`src/rfd_pkg.sv`:
```
package rfd_pkg;

  localparam int STICK_FRAME_BYTES = 10;
  localparam int TILT_FRAME_BYTES  = 20;
  localparam int MAX_FRAME_BYTES   = (STICK_FRAME_BYTES > TILT_FRAME_BYTES) ?
                                     STICK_FRAME_BYTES : TILT_FRAME_BYTES;

  localparam int STICK_IDX_W = $clog2(STICK_FRAME_BYTES);
  localparam int TILT_IDX_W  = $clog2(TILT_FRAME_BYTES);
  localparam int STICK_CNT_W = $clog2(STICK_FRAME_BYTES + 1);
  localparam int TILT_CNT_W  = $clog2(TILT_FRAME_BYTES + 1);
  localparam int FRAME_CNT_W = $clog2(MAX_FRAME_BYTES + 1);

  localparam int QUEUE_DEPTH = 4;
  localparam int QPTR_W      = $clog2(QUEUE_DEPTH);

  // Received characters with a meaning to the deframer.
  localparam logic [7:0] CH_LOWER_A = 8'h61;
  localparam logic [7:0] CH_LOWER_F = 8'h66;
  localparam logic [7:0] CH_LOWER_G = 8'h67;
  localparam logic [7:0] CH_UPPER_L = 8'h4C;
  localparam logic [7:0] CH_UPPER_R = 8'h52;
  localparam logic [7:0] CH_UPPER_A = 8'h41;
  localparam logic [7:0] CH_STAR    = 8'h2A;

  localparam logic [2:0] MODE_NONE     = 3'd0;
  localparam logic [2:0] MODE_TILT     = 3'd2;
  localparam logic [2:0] MODE_FILTERED = 3'd4;

  localparam logic [1:0] KIND_STATUS = 2'd0;
  localparam logic [1:0] KIND_BYTE   = 2'd1;
  localparam logic [1:0] KIND_EMPTY  = 2'd2;

  localparam logic [1:0] TGT_LEFT  = 2'd0;
  localparam logic [1:0] TGT_RIGHT = 2'd1;
  localparam logic [1:0] TGT_TILT  = 2'd2;

  // Result groups a byte can cause, in the order they are delivered.
  localparam int PART_LEFT  = 0;
  localparam int PART_RIGHT = 1;
  localparam int PART_TCLR  = 2;
  localparam int PART_TILT  = 3;
  localparam int NUM_PARTS  = 4;

  typedef struct packed {
    logic [2:0]             mode;
    logic [NUM_PARTS-1:0]   parts;
    logic                   l_cleared;
    logic                   l_ovf;
    logic [STICK_CNT_W-1:0] l_cnt;
    logic                   r_cleared;
    logic                   r_ovf;
    logic [STICK_CNT_W-1:0] r_cnt;
    logic                   t_ovf;
    logic [TILT_CNT_W-1:0]  t_cnt;
  } job_t;

  typedef struct packed {
    logic                   l_we;
    logic [STICK_IDX_W-1:0] l_addr;
    logic                   r_we;
    logic [STICK_IDX_W-1:0] r_addr;
    logic                   t_we;
    logic [TILT_IDX_W-1:0]  t_addr;
    logic [7:0]             data;
  } stage_wr_t;

endpackage

```
`src/rfd_queue.sv`:
```
module rfd_queue (
  input  logic          clk,
  input  logic          rst_n,
  input  logic          push,
  input  rfd_pkg::job_t push_job,
  input  logic          pop,
  output rfd_pkg::job_t pop_job,
  output logic          full,
  output logic          empty
);
  import rfd_pkg::*;

  job_t              q_mem [QUEUE_DEPTH];
  logic [QPTR_W-1:0] wr_ptr_r, wr_ptr_nxt;
  logic [QPTR_W-1:0] rd_ptr_r, rd_ptr_nxt;
  logic [QPTR_W:0]   count_r, count_nxt;

  assign full    = (count_r == (QPTR_W + 1)'(QUEUE_DEPTH));
  assign empty   = (count_r == '0);
  assign pop_job = q_mem[rd_ptr_r];

  always_comb begin
    wr_ptr_nxt = wr_ptr_r;
    rd_ptr_nxt = rd_ptr_r;
    count_nxt  = count_r;
    if (push) begin
      wr_ptr_nxt = (wr_ptr_r == QPTR_W'(QUEUE_DEPTH - 1)) ? '0 : wr_ptr_r + QPTR_W'(1);
    end
    if (pop) begin
      rd_ptr_nxt = (rd_ptr_r == QPTR_W'(QUEUE_DEPTH - 1)) ? '0 : rd_ptr_r + QPTR_W'(1);
    end
    if (push && !pop) begin
      count_nxt = count_r + (QPTR_W + 1)'(1);
    end else if (pop && !push) begin
      count_nxt = count_r - (QPTR_W + 1)'(1);
    end
  end

  always_ff @(posedge clk) begin
    if (!rst_n) begin
      wr_ptr_r <= '0;
      rd_ptr_r <= '0;
      count_r  <= '0;
    end else begin
      wr_ptr_r <= wr_ptr_nxt;
      rd_ptr_r <= rd_ptr_nxt;
      count_r  <= count_nxt;
    end
  end

  always_ff @(posedge clk) begin
    if (push) begin
      q_mem[wr_ptr_r] <= push_job;
    end
  end

endmodule

```
`src/rfd_front.sv`:
```
module rfd_front (
  input  logic              clk,
  input  logic              rst_n,
  input  logic              in_valid,
  output logic              in_stall,
  input  logic [7:0]        in_rx_byte,
  output logic              push,
  output rfd_pkg::job_t     push_job,
  output rfd_pkg::stage_wr_t stage_wr,
  input  logic              q_full,
  input  logic              pub_done
);
  import rfd_pkg::*;

  logic [2:0]             mode_r, mode_nxt;
  logic                   filt_r, filt_nxt;
  logic                   l_act_r, l_act_nxt;
  logic                   r_act_r, r_act_nxt;
  logic                   t_act_r, t_act_nxt;
  logic                   l_seen_r, l_seen_nxt;
  logic                   r_seen_r, r_seen_nxt;
  logic [STICK_CNT_W-1:0] l_cnt_r, l_cnt_nxt;
  logic [STICK_CNT_W-1:0] r_cnt_r, r_cnt_nxt;
  logic [TILT_CNT_W-1:0]  t_cnt_r, t_cnt_nxt;
  logic                   l_ovf_r, l_ovf_nxt;
  logic                   r_ovf_r, r_ovf_nxt;
  logic                   t_ovf_r, t_ovf_nxt;
  logic                   busy_r, busy_nxt;
  logic                   accept;
  logic                   is_skip;
  logic                   is_letter;

  // While a frame is being published the back end reads the staging
  // buffers in place, so no new byte may touch them until it is done.
  assign in_stall  = q_full || busy_r;
  assign accept    = in_valid && !in_stall;
  assign push      = accept;
  assign is_skip   = (in_rx_byte >= CH_LOWER_A) && (in_rx_byte <= CH_LOWER_F);
  assign is_letter = (in_rx_byte >= CH_LOWER_A) && (in_rx_byte <= CH_LOWER_G);

  always_comb begin
    mode_nxt   = mode_r;
    filt_nxt   = filt_r;
    l_act_nxt  = l_act_r;
    r_act_nxt  = r_act_r;
    t_act_nxt  = t_act_r;
    l_seen_nxt = l_seen_r;
    r_seen_nxt = r_seen_r;
    l_cnt_nxt  = l_cnt_r;
    r_cnt_nxt  = r_cnt_r;
    t_cnt_nxt  = t_cnt_r;
    l_ovf_nxt  = l_ovf_r;
    r_ovf_nxt  = r_ovf_r;
    t_ovf_nxt  = t_ovf_r;
    push_job   = '0;
    stage_wr   = '0;
    stage_wr.data = in_rx_byte;

    if (accept) begin
      if (is_letter) begin
        mode_nxt = 3'(in_rx_byte - CH_LOWER_A + 8'd1);
      end
      if (!filt_r && (mode_nxt == MODE_FILTERED)) begin
        mode_nxt = MODE_NONE;
        filt_nxt = 1'b1;
      end

      if (mode_nxt != MODE_TILT) begin
        l_act_nxt = l_act_r || (in_rx_byte == CH_UPPER_L);
        if (l_act_nxt && !is_skip) begin
          if (l_cnt_r < STICK_CNT_W'(STICK_FRAME_BYTES)) begin
            stage_wr.l_we   = 1'b1;
            stage_wr.l_addr = l_cnt_r[STICK_IDX_W-1:0];
            l_cnt_nxt       = l_cnt_r + STICK_CNT_W'(1);
          end else begin
            l_ovf_nxt = 1'b1;
          end
          if (in_rx_byte == CH_STAR) begin
            push_job.parts[PART_LEFT] = 1'b1;
            push_job.l_cleared        = !l_seen_r;
            push_job.l_ovf            = l_ovf_nxt;
            push_job.l_cnt            = l_cnt_nxt;
            l_seen_nxt = 1'b1;
            l_act_nxt  = 1'b0;
            l_cnt_nxt  = '0;
            l_ovf_nxt  = 1'b0;
          end
        end

        r_act_nxt = r_act_r || (in_rx_byte == CH_UPPER_R);
        if (r_act_nxt && !is_skip) begin
          if (r_cnt_r < STICK_CNT_W'(STICK_FRAME_BYTES)) begin
            stage_wr.r_we   = 1'b1;
            stage_wr.r_addr = r_cnt_r[STICK_IDX_W-1:0];
            r_cnt_nxt       = r_cnt_r + STICK_CNT_W'(1);
          end else begin
            r_ovf_nxt = 1'b1;
          end
          if (in_rx_byte == CH_STAR) begin
            push_job.parts[PART_RIGHT] = 1'b1;
            push_job.r_cleared         = !r_seen_r;
            push_job.r_ovf             = r_ovf_nxt;
            push_job.r_cnt             = r_cnt_nxt;
            r_seen_nxt = 1'b1;
            r_act_nxt  = 1'b0;
            r_cnt_nxt  = '0;
            r_ovf_nxt  = 1'b0;
          end
        end
      end else begin
        if (in_rx_byte == CH_UPPER_A) begin
          push_job.parts[PART_TCLR] = 1'b1;
          t_act_nxt = 1'b1;
          t_cnt_nxt = '0;
          t_ovf_nxt = 1'b0;
        end
        if (t_act_nxt && !is_skip) begin
          if (t_cnt_nxt < TILT_CNT_W'(TILT_FRAME_BYTES)) begin
            stage_wr.t_we   = 1'b1;
            stage_wr.t_addr = t_cnt_nxt[TILT_IDX_W-1:0];
            t_cnt_nxt       = t_cnt_nxt + TILT_CNT_W'(1);
          end else begin
            t_ovf_nxt = 1'b1;
          end
          if (in_rx_byte == CH_STAR) begin
            push_job.parts[PART_TILT] = 1'b1;
            push_job.t_ovf            = t_ovf_nxt;
            push_job.t_cnt            = t_cnt_nxt;
            t_act_nxt = 1'b0;
            t_cnt_nxt = '0;
            t_ovf_nxt = 1'b0;
          end
        end
      end
      push_job.mode = mode_nxt;
    end
  end

  always_comb begin
    busy_nxt = busy_r;
    if (pub_done) begin
      busy_nxt = 1'b0;
    end
    if (accept && (push_job.parts[PART_LEFT] || push_job.parts[PART_RIGHT] ||
                   push_job.parts[PART_TILT])) begin
      busy_nxt = 1'b1;
    end
  end

  always_ff @(posedge clk) begin
    if (!rst_n) begin
      mode_r   <= MODE_NONE;
      filt_r   <= 1'b0;
      l_act_r  <= 1'b0;
      r_act_r  <= 1'b0;
      t_act_r  <= 1'b0;
      l_seen_r <= 1'b0;
      r_seen_r <= 1'b0;
      l_cnt_r  <= '0;
      r_cnt_r  <= '0;
      t_cnt_r  <= '0;
      l_ovf_r  <= 1'b0;
      r_ovf_r  <= 1'b0;
      t_ovf_r  <= 1'b0;
      busy_r   <= 1'b0;
    end else begin
      mode_r   <= mode_nxt;
      filt_r   <= filt_nxt;
      l_act_r  <= l_act_nxt;
      r_act_r  <= r_act_nxt;
      t_act_r  <= t_act_nxt;
      l_seen_r <= l_seen_nxt;
      r_seen_r <= r_seen_nxt;
      l_cnt_r  <= l_cnt_nxt;
      r_cnt_r  <= r_cnt_nxt;
      t_cnt_r  <= t_cnt_nxt;
      l_ovf_r  <= l_ovf_nxt;
      r_ovf_r  <= r_ovf_nxt;
      t_ovf_r  <= t_ovf_nxt;
      busy_r   <= busy_nxt;
    end
  end

endmodule

```
`src/rfd_back.sv`:
```
module rfd_back (
  input  logic               clk,
  input  logic               rst_n,
  input  logic               q_empty,
  input  rfd_pkg::job_t      q_job,
  output logic               q_pop,
  input  rfd_pkg::stage_wr_t stage_wr,
  output logic               pub_done,
  output logic               out_valid,
  input  logic               out_stall,
  output logic [1:0]         out_kind,
  output logic [1:0]         out_target,
  output logic [4:0]         out_position,
  output logic [7:0]         out_data,
  output logic [2:0]         out_mode,
  output logic               out_overflow,
  output logic               out_last
);
  import rfd_pkg::*;

  localparam logic [2:0] B_IDLE   = 3'd0;
  localparam logic [2:0] B_STATUS = 3'd1;
  localparam logic [2:0] B_EMPTY  = 3'd2;
  localparam logic [2:0] B_LOAD   = 3'd3;
  localparam logic [2:0] B_STREAM = 3'd4;

  typedef struct packed {
    logic [1:0]             tgt;
    logic                   cleared;
    logic                   ovf;
    logic [FRAME_CNT_W-1:0] cnt;
  } part_t;

  // The group being delivered is always the lowest bit still set.
  function automatic part_t part_sel(input logic [NUM_PARTS-1:0] rem, input job_t job);
    part_t pt;
    pt = '0;
    if (rem[PART_LEFT]) begin
      pt.tgt     = TGT_LEFT;
      pt.cleared = job.l_cleared;
      pt.ovf     = job.l_ovf;
      pt.cnt     = FRAME_CNT_W'(job.l_cnt);
    end else if (rem[PART_RIGHT]) begin
      pt.tgt     = TGT_RIGHT;
      pt.cleared = job.r_cleared;
      pt.ovf     = job.r_ovf;
      pt.cnt     = FRAME_CNT_W'(job.r_cnt);
    end else if (rem[PART_TCLR]) begin
      pt.tgt     = TGT_TILT;
      pt.cleared = 1'b1;
    end else begin
      pt.tgt     = TGT_TILT;
      pt.ovf     = job.t_ovf;
      pt.cnt     = FRAME_CNT_W'(job.t_cnt);
    end
    return pt;
  endfunction

  logic [7:0] l_mem [STICK_FRAME_BYTES];
  logic [7:0] r_mem [STICK_FRAME_BYTES];
  logic [7:0] t_mem [TILT_FRAME_BYTES];

  logic [2:0]             state_r, state_nxt;
  job_t                   job_r, job_nxt;
  logic [NUM_PARTS-1:0]   rem_r, rem_nxt;
  logic [FRAME_CNT_W-1:0] p_r, p_nxt;
  logic [7:0]             cur_r, cur_nxt;
  logic [FRAME_CNT_W-1:0] rd_addr_r, rd_addr_nxt;
  logic [7:0]             l_rd_r, r_rd_r, t_rd_r;

  logic [NUM_PARTS-1:0]   rest;
  logic [NUM_PARTS-1:0]   adv_rem;
  part_t                  cur_part;
  part_t                  adv_part;
  logic [7:0]             rd_sel;
  logic [FRAME_CNT_W-1:0] p_inc;
  logic                   at_end;
  logic                   fire;

  assign rest     = rem_r & (rem_r - NUM_PARTS'(1));
  assign adv_rem  = (state_r == B_STATUS) ? rem_r : rest;
  assign cur_part = part_sel(rem_r, job_r);
  assign adv_part = part_sel(adv_rem, job_r);
  assign p_inc    = p_r + FRAME_CNT_W'(1);
  assign fire     = out_valid && !out_stall;

  always_comb begin
    case (cur_part.tgt)
      TGT_LEFT:  rd_sel = l_rd_r;
      TGT_RIGHT: rd_sel = r_rd_r;
      default:   rd_sel = t_rd_r;
    endcase
  end

  // The byte after the current one is already read, so the frame's last
  // byte is known when it goes out: the count runs out or a zero follows.
  assign at_end = (p_inc == cur_part.cnt) || (rd_sel == 8'd0);

  always_comb begin
    state_nxt    = state_r;
    job_nxt      = job_r;
    rem_nxt      = rem_r;
    p_nxt        = p_r;
    cur_nxt      = cur_r;
    rd_addr_nxt  = rd_addr_r;
    q_pop        = 1'b0;
    pub_done     = 1'b0;
    out_valid    = 1'b0;
    out_kind     = KIND_STATUS;
    out_target   = TGT_LEFT;
    out_position = '0;
    out_data     = '0;
    out_mode     = job_r.mode;
    out_overflow = 1'b0;
    out_last     = 1'b0;

    unique case (state_r)
      B_IDLE: begin
        if (!q_empty) begin
          q_pop     = 1'b1;
          job_nxt   = q_job;
          rem_nxt   = q_job.parts;
          state_nxt = B_STATUS;
        end
      end
      B_STATUS: begin
        out_valid = 1'b1;
        out_last  = (rem_r == '0);
      end
      B_EMPTY: begin
        out_valid    = 1'b1;
        out_kind     = KIND_EMPTY;
        out_target   = cur_part.tgt;
        out_overflow = cur_part.ovf;
        out_last     = (rest == '0);
      end
      B_LOAD: begin
        if (rd_sel == 8'd0) begin
          state_nxt = B_EMPTY;
        end else begin
          cur_nxt     = rd_sel;
          p_nxt       = '0;
          rd_addr_nxt = FRAME_CNT_W'(1);
          state_nxt   = B_STREAM;
        end
      end
      B_STREAM: begin
        out_valid    = 1'b1;
        out_kind     = KIND_BYTE;
        out_target   = cur_part.tgt;
        out_position = 5'(p_r);
        out_data     = cur_r;
        out_overflow = cur_part.ovf;
        out_last     = at_end && (rest == '0);
        if (fire && !at_end) begin
          cur_nxt     = rd_sel;
          p_nxt       = p_inc;
          rd_addr_nxt = p_inc + FRAME_CNT_W'(1);
        end
      end
      default: begin
        state_nxt = B_IDLE;
      end
    endcase

    // Move on to the next result group of the job, or finish it.
    if (fire && ((state_r == B_STATUS) || (state_r == B_EMPTY) || at_end)) begin
      rem_nxt = adv_rem;
      if (adv_rem == '0) begin
        state_nxt = B_IDLE;
        pub_done  = job_r.parts[PART_LEFT] || job_r.parts[PART_RIGHT] ||
                    job_r.parts[PART_TILT];
      end else if (adv_part.cleared) begin
        state_nxt = B_EMPTY;
      end else begin
        rd_addr_nxt = '0;
        state_nxt   = B_LOAD;
      end
    end
  end

  always_ff @(posedge clk) begin
    if (!rst_n) begin
      state_r <= B_IDLE;
      rem_r   <= '0;
    end else begin
      state_r <= state_nxt;
      rem_r   <= rem_nxt;
    end
  end

  always_ff @(posedge clk) begin
    job_r     <= job_nxt;
    p_r       <= p_nxt;
    cur_r     <= cur_nxt;
    rd_addr_r <= rd_addr_nxt;
  end

  always_ff @(posedge clk) begin
    if (stage_wr.l_we) begin
      l_mem[stage_wr.l_addr] <= stage_wr.data;
    end
    if (stage_wr.r_we) begin
      r_mem[stage_wr.r_addr] <= stage_wr.data;
    end
    if (stage_wr.t_we) begin
      t_mem[stage_wr.t_addr] <= stage_wr.data;
    end
    l_rd_r <= l_mem[rd_addr_nxt[STICK_IDX_W-1:0]];
    r_rd_r <= r_mem[rd_addr_nxt[STICK_IDX_W-1:0]];
    t_rd_r <= t_mem[rd_addr_nxt[TILT_IDX_W-1:0]];
  end

endmodule

```
`src/remote_frame_deframer_core.sv`:
```
// Byte-serial deframer for a remote-control link. The front end takes one
// received byte per cycle while in_stall is low, updates the mode and the
// left, right and tilt staging buffers, and queues a job (up to four deep)
// for the back end, which takes one job at a time and delivers a status
// result for every byte, then the bytes of any frame the byte completes, or
// an empty result for a frame that is cleared or begins with a zero byte.
// A byte may close left and right frames together. Per job the back end
// fetches the job and sends the status; per finished frame it then reads
// the first staged byte and publishes the bytes one per cycle while
// out_stall is low. No reset sweep. The staging buffers are read in place,
// so once a frame is completed the input stalls until it has been delivered.
module remote_frame_deframer_core (
  input  logic       clk,
  input  logic       rst_n,
  input  logic       in_valid,
  output logic       in_stall,
  input  logic [7:0] in_rx_byte,
  output logic       out_valid,
  input  logic       out_stall,
  output logic [1:0] out_kind,
  output logic [1:0] out_target,
  output logic [4:0] out_position,
  output logic [7:0] out_data,
  output logic [2:0] out_mode,
  output logic       out_overflow,
  output logic       out_last
);
  import rfd_pkg::*;

  logic      push;
  job_t      push_job;
  logic      pop;
  job_t      pop_job;
  logic      q_full;
  logic      q_empty;
  stage_wr_t stage_wr;
  logic      pub_done;

  rfd_front u_front (
    .clk       (clk),
    .rst_n     (rst_n),
    .in_valid  (in_valid),
    .in_stall  (in_stall),
    .in_rx_byte(in_rx_byte),
    .push      (push),
    .push_job  (push_job),
    .stage_wr  (stage_wr),
    .q_full    (q_full),
    .pub_done  (pub_done)
  );

  rfd_queue u_queue (
    .clk     (clk),
    .rst_n   (rst_n),
    .push    (push),
    .push_job(push_job),
    .pop     (pop),
    .pop_job (pop_job),
    .full    (q_full),
    .empty   (q_empty)
  );

  rfd_back u_back (
    .clk         (clk),
    .rst_n       (rst_n),
    .q_empty     (q_empty),
    .q_job       (pop_job),
    .q_pop       (pop),
    .stage_wr    (stage_wr),
    .pub_done    (pub_done),
    .out_valid   (out_valid),
    .out_stall   (out_stall),
    .out_kind    (out_kind),
    .out_target  (out_target),
    .out_position(out_position),
    .out_data    (out_data),
    .out_mode    (out_mode),
    .out_overflow(out_overflow),
    .out_last    (out_last)
  );

endmodule
```
`config.mk`:
```
export PLATFORM = sky130hd
export DESIGN_NAME = remote_frame_deframer_core
export DESIGN_NICKNAME = d
export VERILOG_FILES = /design/src/rfd_pkg.sv /design/src/rfd_queue.sv /design/src/rfd_front.sv /design/src/rfd_back.sv /design/src/remote_frame_deframer_core.sv
export SDC_FILE = /design/constraint.sdc
export NUM_CORES = 1
export LEC_CHECK = 0
export BUFFER_PORTS_ARGS = -buffer_cell sky130_fd_sc_hd__buf_4
export CAP_MARGIN = 10
export CORE_ASPECT_RATIO = 1.2
export CORE_MARGIN = 2
export CORE_UTILIZATION = 25
export CTS_CLUSTER_SIZE = 28
export DETAILED_ROUTE_END_ITERATION = 8
export PLACE_DENSITY = 0.46
export RECOVER_POWER = 100
export SYNTH_ARGS = -nofsm -noshare
export SYNTH_HDL_FRONTEND = slang
export SYNTH_SLANG_ARGS = --single-unit
```
`constraint.sdc`:
```
create_clock -name clk -period 5.4 [get_ports clk]
set_clock_uncertainty 0.2 [all_clocks]
set_input_delay 0.54 -clock clk [delete_from_list [all_inputs] [get_ports clk]]
set_output_delay 0.54 -clock clk [all_outputs]
set_load 0.02 [all_outputs]
```
==> impl_metrics.ini, run 1 <==
[timing]
fmax_mhz = 201
rsz0062_at_grt = no
hold_viol_final = 0
report.final.slew_viol_count = 254
setup_tns_ns = 0
tightestPinTransition_ns = 2.47
min_period_ns = 4.98
layout_worst_path_cycle_share = 0.923
max_slew_margin = -0.646
setup_viol = 0

[clock_tree]
cts_resized = 0
clkLatencyLatePin_ns = 0.62
cts_tree = built
cts_buffer_depth = 3
path_clk_slew_ns = 0.07
cts_inserted_buffers = 52
cts_setup_buffers = 0
cts_root_buffer = clkbuf_16
ctsHoldBuffers = 0
htreeDepth = 2
cts.sinks = 528

[synthesis]
synth-edff-count = 457
synth_seq_cells = 528
syn_inst = 1574
yosysSeqAreaShare = 0.692
synth.net_count = 1601
async_reset_ff_frac = 0
synth_cell_types = 87
yosysTopAreaCellShare = 0.627
synth_area_leaders = edfxtp_1 (63%), dfxtp_1 (6.5%), nand2_1 (3.3%), mux4_2 (2.6%), mux2i_1 (2.1%)
synthFlopType = edfxtp_1
synth_area_sq_um = 21900
syn_area_per_cell_sq_um = 13.9
synth_warnings = 0
synth_top_area_cell = edfxtp_1

[die]
die_h_microns = 328
num_io_pins = 36
die_w_microns = 274
design.core.area_sq_um = 86500
num_rows = 118
initial_utilization = 0.253
die_area_sq_um = 90000

[grt]
grt.overflow.total = 0
grt_max_degree = 53
first_global_vias = 13400
grt_pass1_wl_microns = 89500
antenna_found_initial = 3
track_usage = 0.134

[detailed_routing]
dr.pass1.iters = 5
drc_errors = 0
drt_iter0_drc = 1042
num_vias = 13200
routed_wl_microns = 60700
viasPerCell = 4.72
ant_nets = 0
wl_per_cell_microns = 21.7

[placement]
dp_hpwl_microns = 40000
gp_congestion = 0.866
dp.cells = 2697
portBuffers = 35

[finish]
multi_input_area_sq_um = 6180
drive_above_1_share = 0.101
final_cells = 2794
regArea_sq_um = 15100
final_common_cell = edfxtp_1
syn_to_final_growth_pct = 14.2
nets = 1638
nFillCells = 8834
final_cell_mix = edfxtp_1 (457), nand2_1 (190), nor2_1 (120)

[hold_path]
worstHoldPathType = in2reg
hp-start = rst_n
worstHoldPathCells = 2
holdPathEnd = u_front.t_cnt_r[0]

[critical_path]
r2r_start = u_back.rem_r[1]
crit_path_max_incr_delay_ns = 0.87
path_class = reg2reg
critPathMaxFanout = 19
crit_arrival_ns = 5.30
path_cells = mux2_1 -> mux2i_1 -> nand4_1 -> o31ai_1 -> a21o_1 -> and2_0 -> or2_0 -> inv_2 -> or3_1 -> o32a_1 -> o211ai_1
reg2reg_setup_slack_ns = 0.42
ff2ff_path_depth = 11
crit_path_start_kind = flip-flop
crit_slowest_cell = dfxtp_1
critical_path_required_ns = 5.72
rr_endpoint = u_back.t_rd_r[7]
worst_setup_path_end_kind = flip-flop

[run_status]
status = finished, violations left
violations = capacitance limit, slew limit

[power]
p_leak_uw = 0.00822
ir_worst_vdd_mv = 0.260
powerDensity_nw_per_um2 = 471

[run]
drv_cap = 7
-- sequential cells by signal, indices dropped and copies added (netlist names), 4 cells and up, named ones only --
| register | flops |
|---|---|
| u_queue.q_mem | 100 |
| u_back.rem_r | 4 |
| u_front.l_cnt_r | 4 |
| u_back.t_rd_r | 8 |
| u_back.l_mem | 80 |
| u_back.l_rd_r | 8 |
| u_back.r_mem | 80 |
| u_back.t_mem | 160 |
| u_back.p_r | 5 |
| u_front.t_cnt_r | 5 |
| u_back.job_r | 21 |
| u_back.r_rd_r | 8 |
| u_front.r_cnt_r | 4 |
| u_back.rd_addr_r | 5 |
| u_back.cur_r | 8 |
-- critical path: cells and delay by family (launching register included) --
family	cells	cell delay, ns
buffers and inverters	1	0.15
and+or+nand+nor	4	1.88
DFF	1	0.87
AOI/OAI and AO/OA	4	1.18
muxes	2	0.61
-- final cells by class --
cell class	count	share of cell area
repair buffers	84	0.0191
clock inverters	22	0.00771
diodes	1	0.000100
clock buffers	74	0.0578
inverters	35	0.00535
well taps	1140	0.0571
multi-input cells	910	0.247
flip-flops and latches	528	0.606
-- worst max-delay path by stage --
stage,cells past startpoint,end,slack [ns],from
5_1_grt,13,u_back.r_rd_r[4],0.19,u_back.rem_r[1]
3_3_place_gp,13,u_back.t_rd_r[7],0.73,u_back.rem_r[1]
2_1_floorplan,13,u_back.l_rd_r[0],1.34,u_back.p_r[0]
6_report,11,u_back.t_rd_r[7],0.42,u_back.rem_r[1]
4_1_cts,11,out_last,0.51,u_back.rem_r[1]
3_5_place_dp,9,u_back.l_mem[7][2],0.70,in_rx_byte[7]
-- synthesized netlist by cell type, types with 7 or more instances --
cell type	n
edfxtp_1	457
nand2_1	190
nor2_1	120
dfxtp_1	71
a21oi_1	69
clkbuf_1	61
mux2i_1	47
a32oi_1	37
a21boi_0	33
o21ai_0	31
inv_1	29
buf_2	27
and3_1	26
mux4_2	25
nor3_1	22
a211oi_1	19
nand3_1	19
a32o_1	17
a311o_1	16
ha_1	14
a31o_1	10
mux2_2	10
o211ai_1	10
o22ai_1	10
or3_1	10
xor2_1	10
a211o_1	9
mux2_1	8
nand4_1	8
a22oi_1	7
o2bb2ai_1	7
o32a_1	7
xnor2_1	7
-- power by group --
group / switching (uW) / internal, uW / leakage [uW] / total [uW]
clock: 1560 / 1960 / 0.000797 / 3530
sequential: 251 / 4820 / 0.00481 / 5080
combinational: 2020 / 1160 / 0.00261 / 3180
-- routing by layer --
| metal | share of wire | vias up | routed length [microns] | GRT usage |
|---|---|---|---|---|
| met4 | 0.030 | 2 | 1820 | 0.0440 |
| li1 | - | 6105 | - | - |
| met1 | 0.41 | 6677 | 24700 | 0.163 |
| met3 | 0.040 | 87 | 2460 | 0.0189 |
| met2 | 0.52 | 324 | 31700 | 0.242 |
| met5 | 0.00023 | - | 14 | 0 |
-- cell families (layout without fill, tap and decap cells) --
logic type | count (synthesis) | after routing | share of synthesized area
DFF | 528 | 528 | 0.692
and+or+nand+nor | 451 | 451 | 0.0942
muxes | 91 | 91 | 0.0571
adders and majority gates | 16 | 16 | 0.00937
xor gates and xnor gates | 18 | 18 | 0.00755
buffers and inverters | 136 | 215 | 0.0261
other | 0 | 1 | 0
AOI/OAI and AO/OA | 334 | 334 | 0.114
-- through the flow --
stage	util	instance area [sq um]	setup WS, ns	hold WS (ns)	power, uW
floorplan	-	21900	1.34	0.237	7150
global placement	0.272	23600	0.734	0.253	8390
detailed placement	0.272	23600	0.703	0.257	8410
CTS	0.291	25200	0.514	0.0233	12000
global route	0.289	25000	0.190	0.0342	12300
finish	0.289	25000	0.418	0.0701	11800
(Power assumes the default switching activity.)
==> run 2: changes to the inputs <==
--- a/config.mk
+++ b/config.mk
@@ -9,11 +9,12 @@
 export CAP_MARGIN = 10
 export CORE_ASPECT_RATIO = 1.2
 export CORE_MARGIN = 2
-export CORE_UTILIZATION = 25
+export CORE_UTILIZATION = 38
 export CTS_CLUSTER_SIZE = 28
 export DETAILED_ROUTE_END_ITERATION = 8
-export PLACE_DENSITY = 0.46
+export PLACE_DENSITY = 0.6
 export RECOVER_POWER = 100
+export REMOVE_ABC_BUFFERS = 1
 export SYNTH_ARGS = -nofsm -noshare
 export SYNTH_HDL_FRONTEND = slang
 export SYNTH_SLANG_ARGS = --single-unit
==> impl_metrics.ini, run 2 (synthesized netlist as in run 1, its figures left out) <==
[finish]
regArea_sq_um = 15100
final_cells = 2381
multi_input_area_sq_um = 6180
top_register = u_back.t_mem
final_util = 0.430
final_common_cell = edfxtp_1
drive_above_1_share = 0.104
final_cell_mix = edfxtp_1 (457), nand2_1 (191), nor2_1 (120)
nets = 1631
syn_to_final_growth_pct = 12.0
nFillCells = 5116
antennaDiodeCount = 0
reg_top3 = u_back.t_mem x160, u_queue.q_mem x100
largest_reg_flops = 160

[critical_path]
critical_path_required_ns = 5.74
worst_setup_path_end_kind = flip-flop
crit_path_start_kind = flip-flop
path_class = reg2reg
critPathMaxFanout = 26
crit_arrival_ns = 5.30
ff2ff_path_depth = 14

[detailed_routing]
routed_wl_microns = 54700
viasPerCell = 5.58
ant_nets = 0
drt_iter0_drc = 1223
dr.pass1.iters = 5
wl_per_cell_microns = 23.0
drc_errors = 0
num_vias = 13300

[placement]
gp_congestion = 0.885
dp_slack_ns = 0.782
portBuffers = 35
dp_hpwl_microns = 35300
dp.cells = 2285

[power]
power.total_uw = 11800
switchingPower_uw = 3700
pwr-share-seq = 0.431
p_leak_uw = 0.00825
p_int_uw = 8080
pwr-share-clk = 0.310
ir_worst_vdd_mv = 0.281
pwr-share-comb = 0.259
powerDensity_nw_per_um2 = 480
swShare = 0.314

[grt]
track_usage = 0.183
grt_pass1_wl_microns = 81800
grt.overflow.total = 0
grt_max_degree = 56
first_global_vias = 13000
antenna_found_initial = 0

[die]
num_io_pins = 36
die_w_microns = 223
design.core.area_sq_um = 57100
num_rows = 96
die_area_sq_um = 59500
initial_utilization = 0.384
die_h_microns = 267

[clock_tree]
cts_root_buffer = clkbuf_16
cts_inserted_buffers = 51
clkLatencyLatePin_ns = 0.60
path_clk_slew_ns = 0.06
cts_resized = 0
cts_buffer_depth = 3
cts_setup_buffers = 0
cts_tree = built
ctsHoldBuffers = 0
cts.sinks = 528
htreeDepth = 2

[hold_path]
worstHoldPathCells = 2
worstHoldPathType = in2reg

[timing]
hold_viol_final = 0
setup_slack_ns = 0.443
max_slew_margin = -0.622
fmax_mhz = 202
tightestPinTransition_ns = 2.43
report.final.slew_viol_count = 301
min_period_ns = 4.96
rsz0062_at_grt = no
layout_worst_path_cycle_share = 0.918
setup_viol = 0

[run_status]
status = finished, violations left
violations = capacitance limit, slew limit

[run]
drv_cap = 9
==> run 2: area by class of cell <==
| class | count | share of cell area |
|---|---|---|
| Inverter | 35 | 0.00546 |
| Clock inverter | 30 | 0.0139 |
| Timing Repair Buffer | 78 | 0.0179 |
| Clock buffer | 65 | 0.0558 |
| Multi-Input combinational cell | 910 | 0.252 |
| Sequential cell | 528 | 0.618 |
| Tap cell | 735 | 0.0375 |
==> run 2: worst paths after layout <==
path               startpoint               end  slack (ns)
min reg2reg  u_front.l_seen_r  u_front.l_seen_r        0.27
max             u_back.p_r[0]  u_back.r_rd_r[6]        0.44
max reg2reg     u_back.p_r[0]  u_back.r_rd_r[6]        0.44
min                     rst_n   u_front.t_act_r        0.09
==> run 2: critical path, stage by stage, from the launching register on <==
cell and delay (ns):
edfxtp_1 0.62, inv_1 0.26, ha_1 0.51, a21boi_1 0.25, a2111oi_2 0.08, o211a_1 0.22, a21oi_1 0.13, clkbuf_1 0.87
a2bb2oi_2 0.20, nand2_1 0.14, inv_2 0.41, nor2_1 0.10, clkbuf_2 0.36, a32oi_1 0.36, a31o_1 0.18
==> run 2: power groups by stage <==
| stage | Clock (uW) | Sequential [uW] | Combinational [uW] |
|---|---|---|---|
| finish | 3650 | 5070 | 3050 |
| detailed placement | 0 | 5150 | 3090 |
| CTS | 3710 | 5060 | 3100 |
| floorplan | 0 | 5060 | 1960 |
| global route | 3870 | 5100 | 3280 |
| global placement | 0 | 5150 | 3050 |
==> run 2: per-stage QoR <==
stage,TNS (ns),area [sq um],hold slack (ns)
floorplan,-24.65,21400,0.237
global placement,0,23000,0.248
detailed placement,0,23000,0.261
CTS,0,24700,0.0535
global route,0,24500,0.0767
finish,0,24500,0.0866
==> run 2: per-layer routing <==
layer / vias up / share of wire / GRT usage
li1: 6106 / - / -
met1: 6683 / 0.42 / 0.232
met2: 399 / 0.50 / 0.318
met3: 99 / 0.049 / 0.0221
met4: 0 / 0.035 / 0.0744
met5: - / 0 / 0
==> run 3: changes to the inputs <==
--- a/config.mk
+++ b/config.mk
@@ -7,12 +7,14 @@
 export LEC_CHECK = 0
 export BUFFER_PORTS_ARGS = -buffer_cell sky130_fd_sc_hd__buf_4
 export CAP_MARGIN = 10
+export CELL_PAD_IN_SITES_DETAIL_PLACEMENT = 1
+export CELL_PAD_IN_SITES_GLOBAL_PLACEMENT = 1
 export CORE_ASPECT_RATIO = 1.2
 export CORE_MARGIN = 2
 export CORE_UTILIZATION = 38
 export CTS_CLUSTER_SIZE = 28
 export DETAILED_ROUTE_END_ITERATION = 8
-export PLACE_DENSITY = 0.6
+export PLACE_DENSITY_LB_ADDON = 0.1
 export RECOVER_POWER = 100
 export REMOVE_ABC_BUFFERS = 1
 export SYNTH_ARGS = -nofsm -noshare
==> impl_metrics.ini, run 3 (synthesized netlist as in run 1, its figures left out) <==
[run_status]
status = finished, violations left
violations = capacitance limit, slew limit

[clock_tree]
clkLatencyLatePin_ns = 0.62
htreeDepth = 2
cts_tree = built
cts_resized = 0
cts_buffer_depth = 3
path_clk_slew_ns = 0.06
cts_root_buffer = clkbuf_16
cts_inserted_buffers = 55
cts.sinks = 528
cts_setup_buffers = 0
ctsHoldBuffers = 0

[detailed_routing]
wl_per_cell_microns = 25.5
ant_nets = 0
drc_errors = 0
viasPerCell = 5.54
drt_iter0_drc = 836
num_vias = 13400
dr.pass1.iters = 4
routed_wl_microns = 61400

[finish]
drive_above_1_share = 0.105
multi_input_area_sq_um = 6180
final_cells = 2412
largest_reg_flops = 160
top_register = u_back.t_mem
nets = 1658
final_common_cell = edfxtp_1
nFillCells = 5773
regArea_sq_um = 15100
antennaDiodeCount = 0
reg_top3 = u_back.t_mem x160, u_queue.q_mem x100
syn_to_final_growth_pct = 12.8
final_cell_mix = edfxtp_1 (457), nand2_1 (189), nor2_1 (120)

[grt]
track_usage = 0.210
grt_pass1_wl_microns = 93000
antenna_found_initial = 0
first_global_vias = 14300
grt.overflow.total = 0
grt_max_degree = 50

[critical_path]
critPathMaxFanout = 16
crit_arrival_ns = 5.14
crit_path_start_kind = flip-flop
worst_setup_path_end_kind = flip-flop
critical_path_required_ns = 5.70
ff2ff_path_depth = 13
path_class = reg2reg
path_common_cell = a32oi_1
crit_slowest_cell = dfxtp_1
path_cells = buf_4 -> or3b_1 -> a32oi_1 -> or4b_1 -> o211ai_1 -> a21o_1 -> nand2_2 -> nand2_1 -> inv_2 -> nor2_1 -> clkbuf_2 -> a32oi_1 -> a31o_2
crit_path_max_incr_delay_ns = 0.50

[timing]
tightestPinTransition_ns = 2.41
min_period_ns = 4.83
hold_viol_final = 0
report.final.slew_viol_count = 246
layout_worst_path_cycle_share = 0.895
holdWs_ns = 0.0751
setup_viol = 0
max_slew_margin = -0.605
rsz0062_at_grt = no
fmax_mhz = 207

[hold_path]
worstHoldPathType = in2reg
worstHoldPathCells = 2

[power]
powerDensity_nw_per_um2 = 484
p_leak_uw = 0.00832
ir_worst_vdd_mv = 0.271

[die]
num_io_pins = 36
num_rows = 96
initial_utilization = 0.384
die_h_microns = 267
design.core.area_sq_um = 57100
die_area_sq_um = 59500
die_w_microns = 223

[placement]
portBuffers = 35
gp_congestion = 0.785
dp_hpwl_microns = 40600
dp.cells = 2308

[run]
drv_cap = 7
==> run 3: worst max-delay path: cells and delay by family (launching register included) <==
kind / cells / cell delay (ns)
simple gates: 5 / 1.78
compound gates: 5 / 1.36
buf+inv: 3 / 0.86
flops: 1 / 0.50
==> run 3: metal layers <==
| layer | share of wire | GRT usage | up-vias |
|---|---|---|---|
| met4 | 0.020 | 0.0493 | 0 |
| met2 | 0.53 | 0.385 | 199 |
| met1 | 0.43 | 0.264 | 6933 |
| li1 | - | - | 6143 |
| met3 | 0.028 | 0.0271 | 78 |
| met5 | 0 | 0 | - |
==> run 3: path summary, 6_finish.rpt <==
kind / from / to / slack [ns]
max: u_back.rem_r[1] / u_back.r_rd_r[1] / 0.57
min: rst_n / u_front.t_cnt_r[0] / 0.08
max reg2reg: u_back.rem_r[1] / u_back.r_rd_r[1] / 0.57
min reg2reg: u_front.filt_r / u_front.filt_r / 0.27
==> run 3: final cells by class <==
type / count / area share
clock buffer: 83 / 0.0638
multi-input combinational: 910 / 0.250
clock inverter: 20 / 0.00770
sequential: 528 / 0.614
timing repair buffer: 101 / 0.0220
tap: 735 / 0.0373
inverter: 35 / 0.00542
==> run 3: metrics by stage <==
step / util / area, sq um / setup WS (ns) / setup TNS, ns / total power [uW]
3_3_place_gp: 0.406 / 23200 / 0.720 / 0 / 8300
5_1_grt: 0.433 / 24700 / 0.291 / 0 / 12500
2_1_floorplan: - / 21400 / -1.05 / -24.65 / 7020
4_1_cts: 0.437 / 24900 / 0.748 / 0 / 12100
6_report: 0.433 / 24700 / 0.569 / 0 / 11900
3_5_place_dp: 0.406 / 23200 / 0.647 / 0 / 8360
==> run 3: power by group <==
| group | switching [uW] | internal (uW) | leakage, uW | total (uW) |
|---|---|---|---|---|
| sequential | 273 | 4820 | 0.00481 | 5100 |
| combinational | 1930 | 1150 | 0.00264 | 3090 |
| clock | 1600 | 2160 | 0.000860 | 3750 |
| total | 3800 | 8130 | 0.00832 | 11900 |
